### src/rtl/btpc_pkg.sv
package btpc_pkg;

    localparam int CFG_W  = 64;
    localparam int IDX_W  = 2;
    localparam int CAL_W  = 168;
    localparam int HI_W   = 40;
    localparam int ACC_W  = 128;
    localparam int MP_W   = 25;
    localparam int CNT_W  = 5;
    localparam int DAT_W  = 24;

    localparam logic [IDX_W-1:0] REG_CAL_LOW  = 2'd0;
    localparam logic [IDX_W-1:0] REG_CAL_MID  = 2'd1;
    localparam logic [IDX_W-1:0] REG_CAL_HIGH = 2'd2;

    typedef enum logic [2:0] {
        ST_IDLE,
        ST_START,
        ST_RUN,
        ST_END,
        ST_OUT
    } t_state;

    // One multiply-accumulate per code: acc = addend + mcand * mplier
    typedef enum logic [3:0] {
        OP_T1,
        OP_T2,
        OP_P0A,
        OP_P0B,
        OP_P0C,
        OP_P1A,
        OP_P1B,
        OP_P1C,
        OP_P2,
        OP_P3,
        OP_P4,
        OP_P5
    } t_op;

    typedef struct packed {
        logic capture;
        logic start;
        logic step;
        logic finish;
        logic emit;
        t_op  op;
    } t_cmd;

    typedef struct packed {
        logic last;
    } t_sts;

endpackage

### src/rtl/btpc_in_if.sv
interface btpc_in_if;
    logic        valid;
    logic        ready;
    logic [23:0] raw_temperature;
    logic [23:0] raw_pressure;
    logic        temperature_ok;
    logic        pressure_ok;

    modport source (output valid, raw_temperature, raw_pressure, temperature_ok, pressure_ok,
                    input ready);
    modport sink   (input valid, raw_temperature, raw_pressure, temperature_ok, pressure_ok,
                    output ready);
endinterface

### src/rtl/btpc_out_if.sv
interface btpc_out_if;
    logic               valid;
    logic               ready;
    logic signed [23:0] temperature;
    logic        [23:0] pressure;

    modport source (output valid, temperature, pressure, input ready);
    modport sink   (input valid, temperature, pressure, output ready);
endinterface

### src/rtl/btpc_datapath.sv
module btpc_datapath (
    input  logic                           i_clk,
    input  logic                           i_rst_n,
    input  logic                           i_cfg_we,
    input  logic [btpc_pkg::IDX_W-1:0]     i_cfg_idx,
    input  logic [btpc_pkg::CFG_W-1:0]     i_cfg_data,
    input  logic [btpc_pkg::DAT_W-1:0]     i_raw_temperature,
    input  logic [btpc_pkg::DAT_W-1:0]     i_raw_pressure,
    input  btpc_pkg::t_cmd                 i_cmd,
    output btpc_pkg::t_sts                 o_sts,
    output logic signed [btpc_pkg::DAT_W-1:0] o_temperature,
    output logic [btpc_pkg::DAT_W-1:0]     o_pressure
);
    import btpc_pkg::*;

    logic [CFG_W-1:0] r_cal_lo, r_cal_mid;
    logic [HI_W-1:0]  r_cal_hi;
    logic [CAL_W-1:0] cal;

    logic [DAT_W-1:0] r_rawp;
    logic signed [MP_W-1:0] r_d;
    logic signed [DAT_W-1:0] r_temp, n_temp;
    logic [DAT_W-1:0] r_pres, n_pres;
    logic signed [DAT_W-1:0] r_out_t;
    logic [DAT_W-1:0] r_out_p;

    logic signed [ACC_W-1:0] r_acc, r_mc, r_s0, r_s1;
    logic signed [MP_W-1:0]  r_mp;
    logic [CNT_W-1:0]        r_cnt;

    logic signed [ACC_W-1:0] c_t2, c_t3, c_p1, c_p2, c_p3, c_p4, c_p5, c_p6;
    logic signed [ACC_W-1:0] c_p7, c_p8, c_p9, c_p10, c_p11;
    logic signed [ACC_W-1:0] sel_add, sel_mc;
    logic signed [MP_W-1:0]  sel_mp;
    logic [ACC_W-56:0]       t_hi;

    assign cal = {r_cal_hi, r_cal_mid, r_cal_lo};

    // coefficients, already scaled to a common 2^-85 Pa (or 2^-48 degC) grid
    assign c_t2  = ACC_W'($signed({1'b0, cal[31:16]})) <<< 18;
    assign c_t3  = ACC_W'($signed(cal[39:32]));
    assign c_p1  = (ACC_W'($signed(cal[55:40])) - ACC_W'(16384)) <<< 65;
    assign c_p2  = (ACC_W'($signed(cal[71:56])) - ACC_W'(16384)) <<< 40;
    assign c_p3  = ACC_W'($signed(cal[79:72])) <<< 21;
    assign c_p4  = ACC_W'($signed(cal[87:80]));
    assign c_p5  = ACC_W'($signed({1'b0, cal[103:88]})) <<< 88;
    assign c_p6  = ACC_W'($signed({1'b0, cal[119:104]})) <<< 63;
    assign c_p7  = ACC_W'($signed(cal[127:120])) <<< 45;
    assign c_p8  = ACC_W'($signed(cal[135:128])) <<< 22;
    assign c_p9  = ACC_W'($signed(cal[151:136])) <<< 37;
    assign c_p10 = ACC_W'($signed(cal[159:152])) <<< 21;
    assign c_p11 = ACC_W'($signed(cal[167:160])) <<< 20;

    always_comb begin
        sel_add = '0;
        sel_mc  = r_acc;
        sel_mp  = MP_W'(r_temp);
        case (i_cmd.op)
            OP_T1: begin
                sel_add = c_t2;  sel_mc = c_t3;  sel_mp = r_d;
            end
            OP_T2: begin
                sel_add = '0;    sel_mp = r_d;
            end
            OP_P0A: begin
                sel_add = c_p7;  sel_mc = c_p8;
            end
            OP_P0B: sel_add = c_p6;
            OP_P0C: sel_add = c_p5;
            OP_P1A: begin
                sel_add = c_p3;  sel_mc = c_p4;
            end
            OP_P1B: sel_add = c_p2;
            OP_P1C: sel_add = c_p1;
            OP_P2: begin
                sel_add = c_p9;  sel_mc = c_p10;
            end
            OP_P3: begin
                sel_add = r_acc; sel_mc = c_p11; sel_mp = $signed({1'b0, r_rawp});
            end
            OP_P4: begin
                sel_add = r_s1;  sel_mp = $signed({1'b0, r_rawp});
            end
            OP_P5: begin
                sel_add = r_s0;  sel_mp = $signed({1'b0, r_rawp});
            end
            default: sel_add = '0;
        endcase
    end

    // floor to 2^-16 degC, then clamp to the signed 24-bit range
    assign t_hi = r_acc[ACC_W-1:55];
    always_comb begin
        if (&t_hi || ~|t_hi) begin
            n_temp = r_acc[55:32];
        end else if (r_acc[ACC_W-1]) begin
            n_temp = {1'b1, {(DAT_W-1){1'b0}}};
        end else begin
            n_temp = {1'b0, {(DAT_W-1){1'b1}}};
        end
    end

    // floor to 2^-6 Pa, clamp to 0..2^24-1
    always_comb begin
        if (r_acc[ACC_W-1]) begin
            n_pres = '0;
        end else if (|r_acc[ACC_W-2:103]) begin
            n_pres = '1;
        end else begin
            n_pres = r_acc[102:79];
        end
    end

    always_ff @(posedge i_clk) begin
        if (!i_rst_n) begin
            r_cal_lo  <= '0;
            r_cal_mid <= '0;
            r_cal_hi  <= '0;
            r_temp    <= '0;
            r_pres    <= '0;
            r_cnt     <= '0;
        end else begin
            if (i_cfg_we) begin
                case (i_cfg_idx)
                    REG_CAL_LOW:  r_cal_lo  <= i_cfg_data;
                    REG_CAL_MID:  r_cal_mid <= i_cfg_data;
                    REG_CAL_HIGH: r_cal_hi  <= i_cfg_data[HI_W-1:0];
                    default: ;
                endcase
            end
            if (i_cmd.start) begin
                r_cnt <= '0;
            end else if (i_cmd.step) begin
                r_cnt <= r_cnt + CNT_W'(1);
            end
            if (i_cmd.finish) begin
                case (i_cmd.op)
                    OP_T2:   r_temp <= n_temp;
                    OP_P5:   r_pres <= n_pres;
                    default: ;
                endcase
            end
        end
    end

    always_ff @(posedge i_clk) begin
        if (i_cmd.capture) begin
            r_rawp <= i_raw_pressure;
            r_d    <= $signed({1'b0, i_raw_temperature}) - $signed({1'b0, cal[15:0], 8'd0});
        end
        if (i_cmd.start) begin
            r_acc <= sel_add;
            r_mc  <= sel_mc;
            r_mp  <= sel_mp;
        end else if (i_cmd.step) begin
            // LSB-first shift-add; the top multiplier bit carries negative weight
            if (r_mp[0]) begin
                if (r_cnt == CNT_W'(MP_W - 1)) begin
                    r_acc <= r_acc - r_mc;
                end else begin
                    r_acc <= r_acc + r_mc;
                end
            end
            r_mc <= r_mc <<< 1;
            r_mp <= r_mp >>> 1;
        end
        if (i_cmd.finish) begin
            if (i_cmd.op == OP_P0C) begin
                r_s0 <= r_acc;
            end
            if (i_cmd.op == OP_P1C) begin
                r_s1 <= r_acc;
            end
        end
        if (i_cmd.emit) begin
            r_out_t <= r_temp;
            r_out_p <= r_pres;
        end
    end

    assign o_sts.last    = (r_cnt == CNT_W'(MP_W - 1));
    assign o_temperature = r_out_t;
    assign o_pressure    = r_out_p;

endmodule

### src/rtl/btpc_ctrl.sv
module btpc_ctrl (
    input  logic           i_clk,
    input  logic           i_rst_n,
    input  logic           i_in_valid,
    output logic           o_in_ready,
    input  logic           i_temperature_ok,
    input  logic           i_pressure_ok,
    output logic           o_out_valid,
    input  logic           i_out_ready,
    output btpc_pkg::t_cmd o_cmd,
    input  btpc_pkg::t_sts i_sts
);
    import btpc_pkg::*;

    t_state r_state, n_state;
    t_op    r_op, n_op;
    logic   r_pok, n_pok;
    logic   r_out_valid, n_out_valid;
    logic   accept;

    assign accept = i_in_valid && (r_state == ST_IDLE);

    always_ff @(posedge i_clk) begin
        if (!i_rst_n) begin
            r_state     <= ST_IDLE;
            r_op        <= OP_T1;
            r_pok       <= 1'b0;
            r_out_valid <= 1'b0;
        end else begin
            r_state     <= n_state;
            r_op        <= n_op;
            r_pok       <= n_pok;
            r_out_valid <= n_out_valid;
        end
    end

    always_comb begin
        n_state     = r_state;
        n_op        = r_op;
        n_pok       = r_pok;
        n_out_valid = r_out_valid && !i_out_ready;
        o_cmd       = '{capture: 1'b0, start: 1'b0, step: 1'b0, finish: 1'b0,
                        emit: 1'b0, op: r_op};
        case (r_state)
            ST_IDLE: begin
                if (accept) begin
                    o_cmd.capture = 1'b1;
                    n_pok         = i_pressure_ok;
                    if (i_temperature_ok) begin
                        n_op    = OP_T1;
                        n_state = ST_START;
                    end else if (i_pressure_ok) begin
                        n_op    = OP_P0A;
                        n_state = ST_START;
                    end else begin
                        n_state = ST_OUT;
                    end
                end
            end
            ST_START: begin
                o_cmd.start = 1'b1;
                n_state     = ST_RUN;
            end
            ST_RUN: begin
                o_cmd.step = 1'b1;
                if (i_sts.last) begin
                    n_state = ST_END;
                end
            end
            ST_END: begin
                o_cmd.finish = 1'b1;
                if (r_op == OP_P5 || (r_op == OP_T2 && !r_pok)) begin
                    n_state = ST_OUT;
                end else begin
                    n_op    = t_op'(4'(r_op) + 4'd1);
                    n_state = ST_START;
                end
            end
            ST_OUT: begin
                if (!r_out_valid || i_out_ready) begin
                    o_cmd.emit  = 1'b1;
                    n_out_valid = 1'b1;
                    n_state     = ST_IDLE;
                end
            end
            default: n_state = ST_IDLE;
        endcase
    end

    assign o_in_ready  = (r_state == ST_IDLE);
    assign o_out_valid = r_out_valid;

`ifndef NO_ASSERTIONS
    a_accept_leaves_idle: assert property (@(posedge i_clk) disable iff (!i_rst_n)
        accept |=> r_state != ST_IDLE)
        else $error("accepted word did not start work");
    a_run_ends: assert property (@(posedge i_clk) disable iff (!i_rst_n)
        (r_state == ST_RUN && i_sts.last) |=> r_state == ST_END)
        else $error("multiply did not end on last bit");
    a_valid_from_out: assert property (@(posedge i_clk) disable iff (!i_rst_n)
        $rose(r_out_valid) |-> $past(r_state) == ST_OUT)
        else $error("result raised outside output state");
    a_pressure_ops_need_flag: assert property (@(posedge i_clk) disable iff (!i_rst_n)
        (r_state == ST_START && r_op != OP_T1 && r_op != OP_T2) |-> r_pok)
        else $error("pressure work without pressure flag");
`endif

endmodule

### src/rtl/baro_temp_pressure_compensation.sv
// channel   dir  payload                                              handshake
// i_in      in   raw_temperature, raw_pressure, temperature_ok,       valid/ready
//                pressure_ok
// o_out     out  temperature (signed), pressure                       valid/ready
// i_cfg_*   in   index, 64-bit data                                   write enable
//
// A word runs only the multiply-accumulates its flags call for, none with both flags
// clear; each of the 12 multiply-accumulates runs on one shared 128-bit shift-add
// unit (25 multiplier bits, plus load and writeback).
// Synchronous active-low reset clears calibration, stored readings and control.
// A new word is taken once the previous result sits in the output register, even
// if it is not yet taken; output stalls only hold the block at its final step.
module baro_temp_pressure_compensation (
    input  logic                       i_clk,
    input  logic                       i_rst_n,
    btpc_in_if.sink                    i_in,
    btpc_out_if.source                 o_out,
    input  logic                       i_cfg_we,
    input  logic [btpc_pkg::IDX_W-1:0] i_cfg_idx,
    input  logic [btpc_pkg::CFG_W-1:0] i_cfg_data
);
    import btpc_pkg::*;

    t_cmd cmd;
    t_sts sts;

    btpc_ctrl u_ctrl (
        .i_clk            (i_clk),
        .i_rst_n          (i_rst_n),
        .i_in_valid       (i_in.valid),
        .o_in_ready       (i_in.ready),
        .i_temperature_ok (i_in.temperature_ok),
        .i_pressure_ok    (i_in.pressure_ok),
        .o_out_valid      (o_out.valid),
        .i_out_ready      (o_out.ready),
        .o_cmd            (cmd),
        .i_sts            (sts)
    );

    btpc_datapath u_dp (
        .i_clk             (i_clk),
        .i_rst_n           (i_rst_n),
        .i_cfg_we          (i_cfg_we),
        .i_cfg_idx         (i_cfg_idx),
        .i_cfg_data        (i_cfg_data),
        .i_raw_temperature (i_in.raw_temperature),
        .i_raw_pressure    (i_in.raw_pressure),
        .i_cmd             (cmd),
        .o_sts             (sts),
        .o_temperature     (o_out.temperature),
        .o_pressure        (o_out.pressure)
    );

endmodule

### src/flat_wrapper.sv
// flat-port wrapper written by rule: the top's interface ports become plain ports
module baro_temp_pressure_compensation_flat import btpc_pkg::*;
  (i_clk, i_rst_n, i_cfg_we, i_cfg_idx, i_cfg_data, i_in_valid, i_in_raw_temperature, i_in_raw_pressure, i_in_temperature_ok, i_in_pressure_ok, i_in_ready, o_out_valid, o_out_temperature, o_out_pressure, o_out_ready);
  btpc_in_if i_in_i ();
  btpc_out_if o_out_i ();
  input  logic i_clk;
  input  logic i_rst_n;
  input  logic i_cfg_we;
  input  logic [btpc_pkg::IDX_W-1:0] i_cfg_idx;
  input  logic [btpc_pkg::CFG_W-1:0] i_cfg_data;
  input wire logic [$bits(i_in_i.valid)-1:0] i_in_valid;
  input wire logic [$bits(i_in_i.raw_temperature)-1:0] i_in_raw_temperature;
  input wire logic [$bits(i_in_i.raw_pressure)-1:0] i_in_raw_pressure;
  input wire logic [$bits(i_in_i.temperature_ok)-1:0] i_in_temperature_ok;
  input wire logic [$bits(i_in_i.pressure_ok)-1:0] i_in_pressure_ok;
  output wire logic [$bits(i_in_i.ready)-1:0] i_in_ready;
  output wire logic [$bits(o_out_i.valid)-1:0] o_out_valid;
  output wire logic [$bits(o_out_i.temperature)-1:0] o_out_temperature;
  output wire logic [$bits(o_out_i.pressure)-1:0] o_out_pressure;
  input wire logic [$bits(o_out_i.ready)-1:0] o_out_ready;
  assign i_in_i.valid = i_in_valid;
  assign i_in_i.raw_temperature = i_in_raw_temperature;
  assign i_in_i.raw_pressure = i_in_raw_pressure;
  assign i_in_i.temperature_ok = i_in_temperature_ok;
  assign i_in_i.pressure_ok = i_in_pressure_ok;
  assign i_in_ready = i_in_i.ready;
  assign o_out_valid = o_out_i.valid;
  assign o_out_temperature = o_out_i.temperature;
  assign o_out_pressure = o_out_i.pressure;
  assign o_out_i.ready = o_out_ready;
  baro_temp_pressure_compensation u_core (.i_clk(i_clk), .i_rst_n(i_rst_n), .i_in(i_in_i), .o_out(o_out_i), .i_cfg_we(i_cfg_we), .i_cfg_idx(i_cfg_idx), .i_cfg_data(i_cfg_data));
endmodule
### config.mk
export PLATFORM = sky130hd
export DESIGN_NAME = baro_temp_pressure_compensation_flat
export DESIGN_NICKNAME = d
export VERILOG_FILES = /design/src/rtl/btpc_pkg.sv /design/src/rtl/btpc_in_if.sv /design/src/rtl/btpc_out_if.sv /design/src/rtl/btpc_datapath.sv /design/src/rtl/btpc_ctrl.sv /design/src/rtl/baro_temp_pressure_compensation.sv /design/src/flat_wrapper.sv
export SDC_FILE = /design/constraint.sdc
export NUM_CORES = 2
export LEC_CHECK = 0
export BUFFER_PORTS_ARGS = -buffer_cell sky130_fd_sc_hd__buf_2
export CORE_UTILIZATION = 40
export CTS_CLUSTER_SIZE = 8
export DETAILED_ROUTE_END_ITERATION = 8
export GPL_ROUTABILITY_DRIVEN = 0
export GPL_TIMING_DRIVEN = 1
export PLACE_DENSITY = 0.67
export SLEW_MARGIN = 40
export SYNTH_ARGS = -nofsm -noshare
export SYNTH_HDL_FRONTEND = slang
export SYNTH_SLANG_ARGS = --single-unit
export TNS_END_PERCENT = 10
### constraint.sdc
create_clock -name i_clk -period 13.66 [get_ports i_clk]
set_input_delay 0.683 -clock i_clk [delete_from_list [all_inputs] [get_ports i_clk]]
set_output_delay 0.683 -clock i_clk [all_outputs]
set_load 0.01 [all_outputs]
==> key figures <==
Status
  – Outcome: complete, but fails checks
  – Failing checks: design-rule violations

Clock network
  – Clk Latency, worst-skew pair: 750 ps
  – Clock slew at reported path FFs: 60 ps
  – Hold_buf cts: 0
  – Post-CTS setup buffers: 0
  – Post_cts resized: 0
  – CTS tree: built
  – Longest Clk Path Bufs: 3
  – TritonCTS Sinks: 864
  – CTS H-tree depth: 3
  – Num CTS Buffers: 119
  – CTS root buf: clkbuf_16

Hold path
  – Hold Path Origin: i_in_raw_pressure[16]
  – Min-Delay Path Class: input pin to flip-flop

Yosys
  – Mapped Nets: 5012
  – Gate count of the mapped netlist: 4737
  – Area of the mapped netlist: 46260 um^2
  – Avg Cell Area, Syn: 9.766 um^2
  – Post-synth top cells: nand2_1 (699), edfxtp_1 (634), a21oi_1 (410), nor2_1 (366), clkbuf_1 (298)
  – Flops & latches, synth: 864
  – Warnings from Yosys: 0
  – EDFF count, synth: 634
  – Netlist cell types: 92
  – Most common cell in the netlist: nand2_1
  – Ys flop type: edfxtp_1
  – Share of the synthesized area in the top cell type: 41.15%
  – Post-synthesis sequential area ratio: 51.10%
  – Post-synthesis async set-or-reset flop share: 0%
  – Leading area contributor after synthesis: edfxtp_1
  – Synth area leaders: edfxtp_1 (41%), dfxtp_1 (10%), nand2_1 (5.7%)

Pwr
  – Peak supply drop: 123.7 uV
  – Leakage Power: 17.69 nW
  – Overall power: 10.15 mW
  – Pwr per Cell Area: 195.0 nW/um^2

Setup path
  – Crit path max fanout: 7
  – Launch point of the critical path: u_core.u_dp.r_mc[9]
  – Bufs and invs on worst path: 1
  – Delay-heaviest family, CP: simple AND/OR/NAND/NOR gates
  – Setup crit end kind: flip-flop
  – CP max stage cell: or4_1
  – Kind of critical path: flip-flop to flip-flop
  – Max stage delay on crit path: 640 ps
  – Startpoint Class: flip-flop
  – Critical Path AT: 7800 ps
  – Critical Path RT: 14230 ps
  – Reg2reg start: u_core.u_dp.r_mc[9]
  – Worst path cell trace: or4_1 -> nor3_2 -> nand4_2 -> nor2_1 -> nand2_1 -> o41ai_1 -> xor2_1 -> ha_1 -> nand4_1 -> nor4_1 -> o2111ai_1 -> a31oi_1 -> buf_4 -> a31oi_1 -> o211ai_2 -> a21boi_1 -> or4_1 -> nand3b_1

Drt
  – DR DRC count: 16
  – DR iter-0 viols: 5419
  – DRT antenna net count: 0
  – DR WL/cell: 24.18 um
  – Drt pass-1 iters: 9
  – Final WL: 154.5 mm
  – Via count: 39600
  – Post-DR vias/cell: 6.196

Final layout
  – Ratio of cells with drive above 1 in the final layout: 8.888%
  – Fill count: 10710
  – Reg area: 23640 um^2
  – Footprint of the multi-input gates: 21240 um^2
  – Area grow syn2layout: 12.54%
  – Final #Nets: 5044

Timing
  – Final slew viol count: 0
  – Fin crit share: 52.90%
  – Final hold violations: 0
  – Setup-failing EPs final: 0
  – Worst Setup Slack, final: 6434 ps
  – Post-layout min period: 7226 ps
  – Tightest Pin Transition: 879.8 ps
  – Post-Route Skew: 92.78 ps
  – Max Clock Freq: 138.4 MHz
  – RSZ-0062 raised after global routing: false
  – Setup TNS: 0 ps
  – Rel. slew slack: 40.73%

Run
  – Max_cap viols: 0

Placed design
  – Setup WS pre-CTS: 6894 ps
  – Buffers on Ports: 170
  – Post-DP HPWL: 107.1 mm

Floorplanning
  – I/O pin total: 171
  – Full die area: 117000 um^2
  – Initial Util: 40.40%
  – Die width: 342.1 um
  – Die Height: 342.1 um
  – Core Region: 114500 um^2
  – # rows: 124

Global routing
  – Pin count of the biggest net entering global routing: 137
  – Total grt overflow: 0
  – First-pass GRT wire length: 230.1 mm
  – Vias in the first global route: 37220
  – Total track usage: 25.57%
  – Antenna violations before repair: 9
## flip-flops by register name, indices dropped and copies added, names as in the netlist, 25 cells and up
name and count:
u_core.u_dp.r_mp 25, u_core.u_dp.r_mc 128, u_core.u_dp.r_cal_hi 40, u_core.u_dp.r_cal_lo 64, u_core.u_dp.r_acc 128, u_core.u_dp.r_s0 128, u_core.u_dp.r_cal_mid 64, u_core.u_dp.r_d 25
u_core.u_dp.r_s1 128
## area by class of cell
class                           instances  share of cell area [%]
Sequential cell                       864                   45.41
Multi-Input combinational cell       3473                   40.79
Clock buffer                          215                   6.431
Tap cell                             1512                   3.633
Timing Repair Buffer                  231                   2.785
Inverter                               80                  0.5912
Clock inverter                          9                  0.3268
Antenna cell                            7                 0.03364
## layer usage
metal / vias to the layer above / wire length [um] / share of wire [%] / global-route usage [%]
li1: 17730 / - / - / -
met1: 19270 / 62920 / 41 / 34.91
met2: 2219 / 68500 / 44 / 39.11
met3: 382 / 16310 / 11 / 5.221
met4: 0 / 6800 / 4.4 / 11.25
met5: - / 0 / 0 / 0
## path summary, 6_finish.rpt
path / end / slack [ps] / depth (start not counted)
worst min register to register: u_core.u_dp.o_pressure[12] / 420 / 0
worst max-delay path: u_core.u_dp.r_acc[119] / 6430 / 18
worst max register to register: u_core.u_dp.r_acc[119] / 6430 / 18
worst min-delay path: u_core.u_dp.r_rawp[16] / 130 / 1
## per-stage QoR
stage | util [%] | cell area, um^2 | hold WS, ps | std cells
after floorplan | - | 46260 | 408.6 | 4737
after global placement | 42.20 | 48320 | 418.9 | 6154
after detailed placement | 42.27 | 48400 | 418.4 | 6156
after CTS | 45.34 | 51910 | 100.3 | 6380
after global routing | 45.47 | 52060 | 118.1 | 6389
final | 45.47 | 52070 | 127.7 | 6391
## cells in the final DEF, fill, tap and decap left out, types with 124 or more instances in the layout
master,Yosys,layout
nand2_1,699,699
edfxtp_1,634,634
a21oi_1,410,410
nor2_1,366,365
dfxtp_1,230,230
o21ai_0,231,229
a21boi_0,181,181
buf_2,2,169
ha_1,152,152
xnor2_1,126,126
xor2_1,124,124
## worst register-to-register path: stages, from the launching register on
cell and delay (ps):
edfxtp_1 440, or4_1 640, nor3_2 570, nand4_2 490, nor2_1 480, nand2_1 250
o41ai_1 360, xor2_1 110, ha_1 440, nand4_1 230, nor4_1 420, o2111ai_1 510
a31oi_1 340, buf_4 210, a31oi_1 260, o211ai_2 460, a21boi_1 260, or4_1 460
nand3b_1 100
## logic make-up after synthesis
| logic type | Yosys count | share of synthesized area [%] |
|---|---|---|
| buf+inv | 400 | 3.262 |
| fa+ha+maj | 154 | 4.197 |
| simple gates | 1581 | 15.71 |
| flops | 864 | 51.10 |
| xor+xnor | 251 | 4.768 |
| mux | 9 | 0.1974 |
| compound gates | 1478 | 20.76 |
## power by group
group / internal (mW) / switching (mW) / total (mW) / leakage (nW)
Clock: 1.66 / 1.15 / 2.81 / 1.65
Sequential: 3.38 / 0.459 / 3.84 / 7.68
Combinational: 1.23 / 2.27 / 3.51 / 8.36
Total: 6.27 / 3.88 / 10.2 / 17.7
No activity file was read; power rests on OpenSTA's default activity.
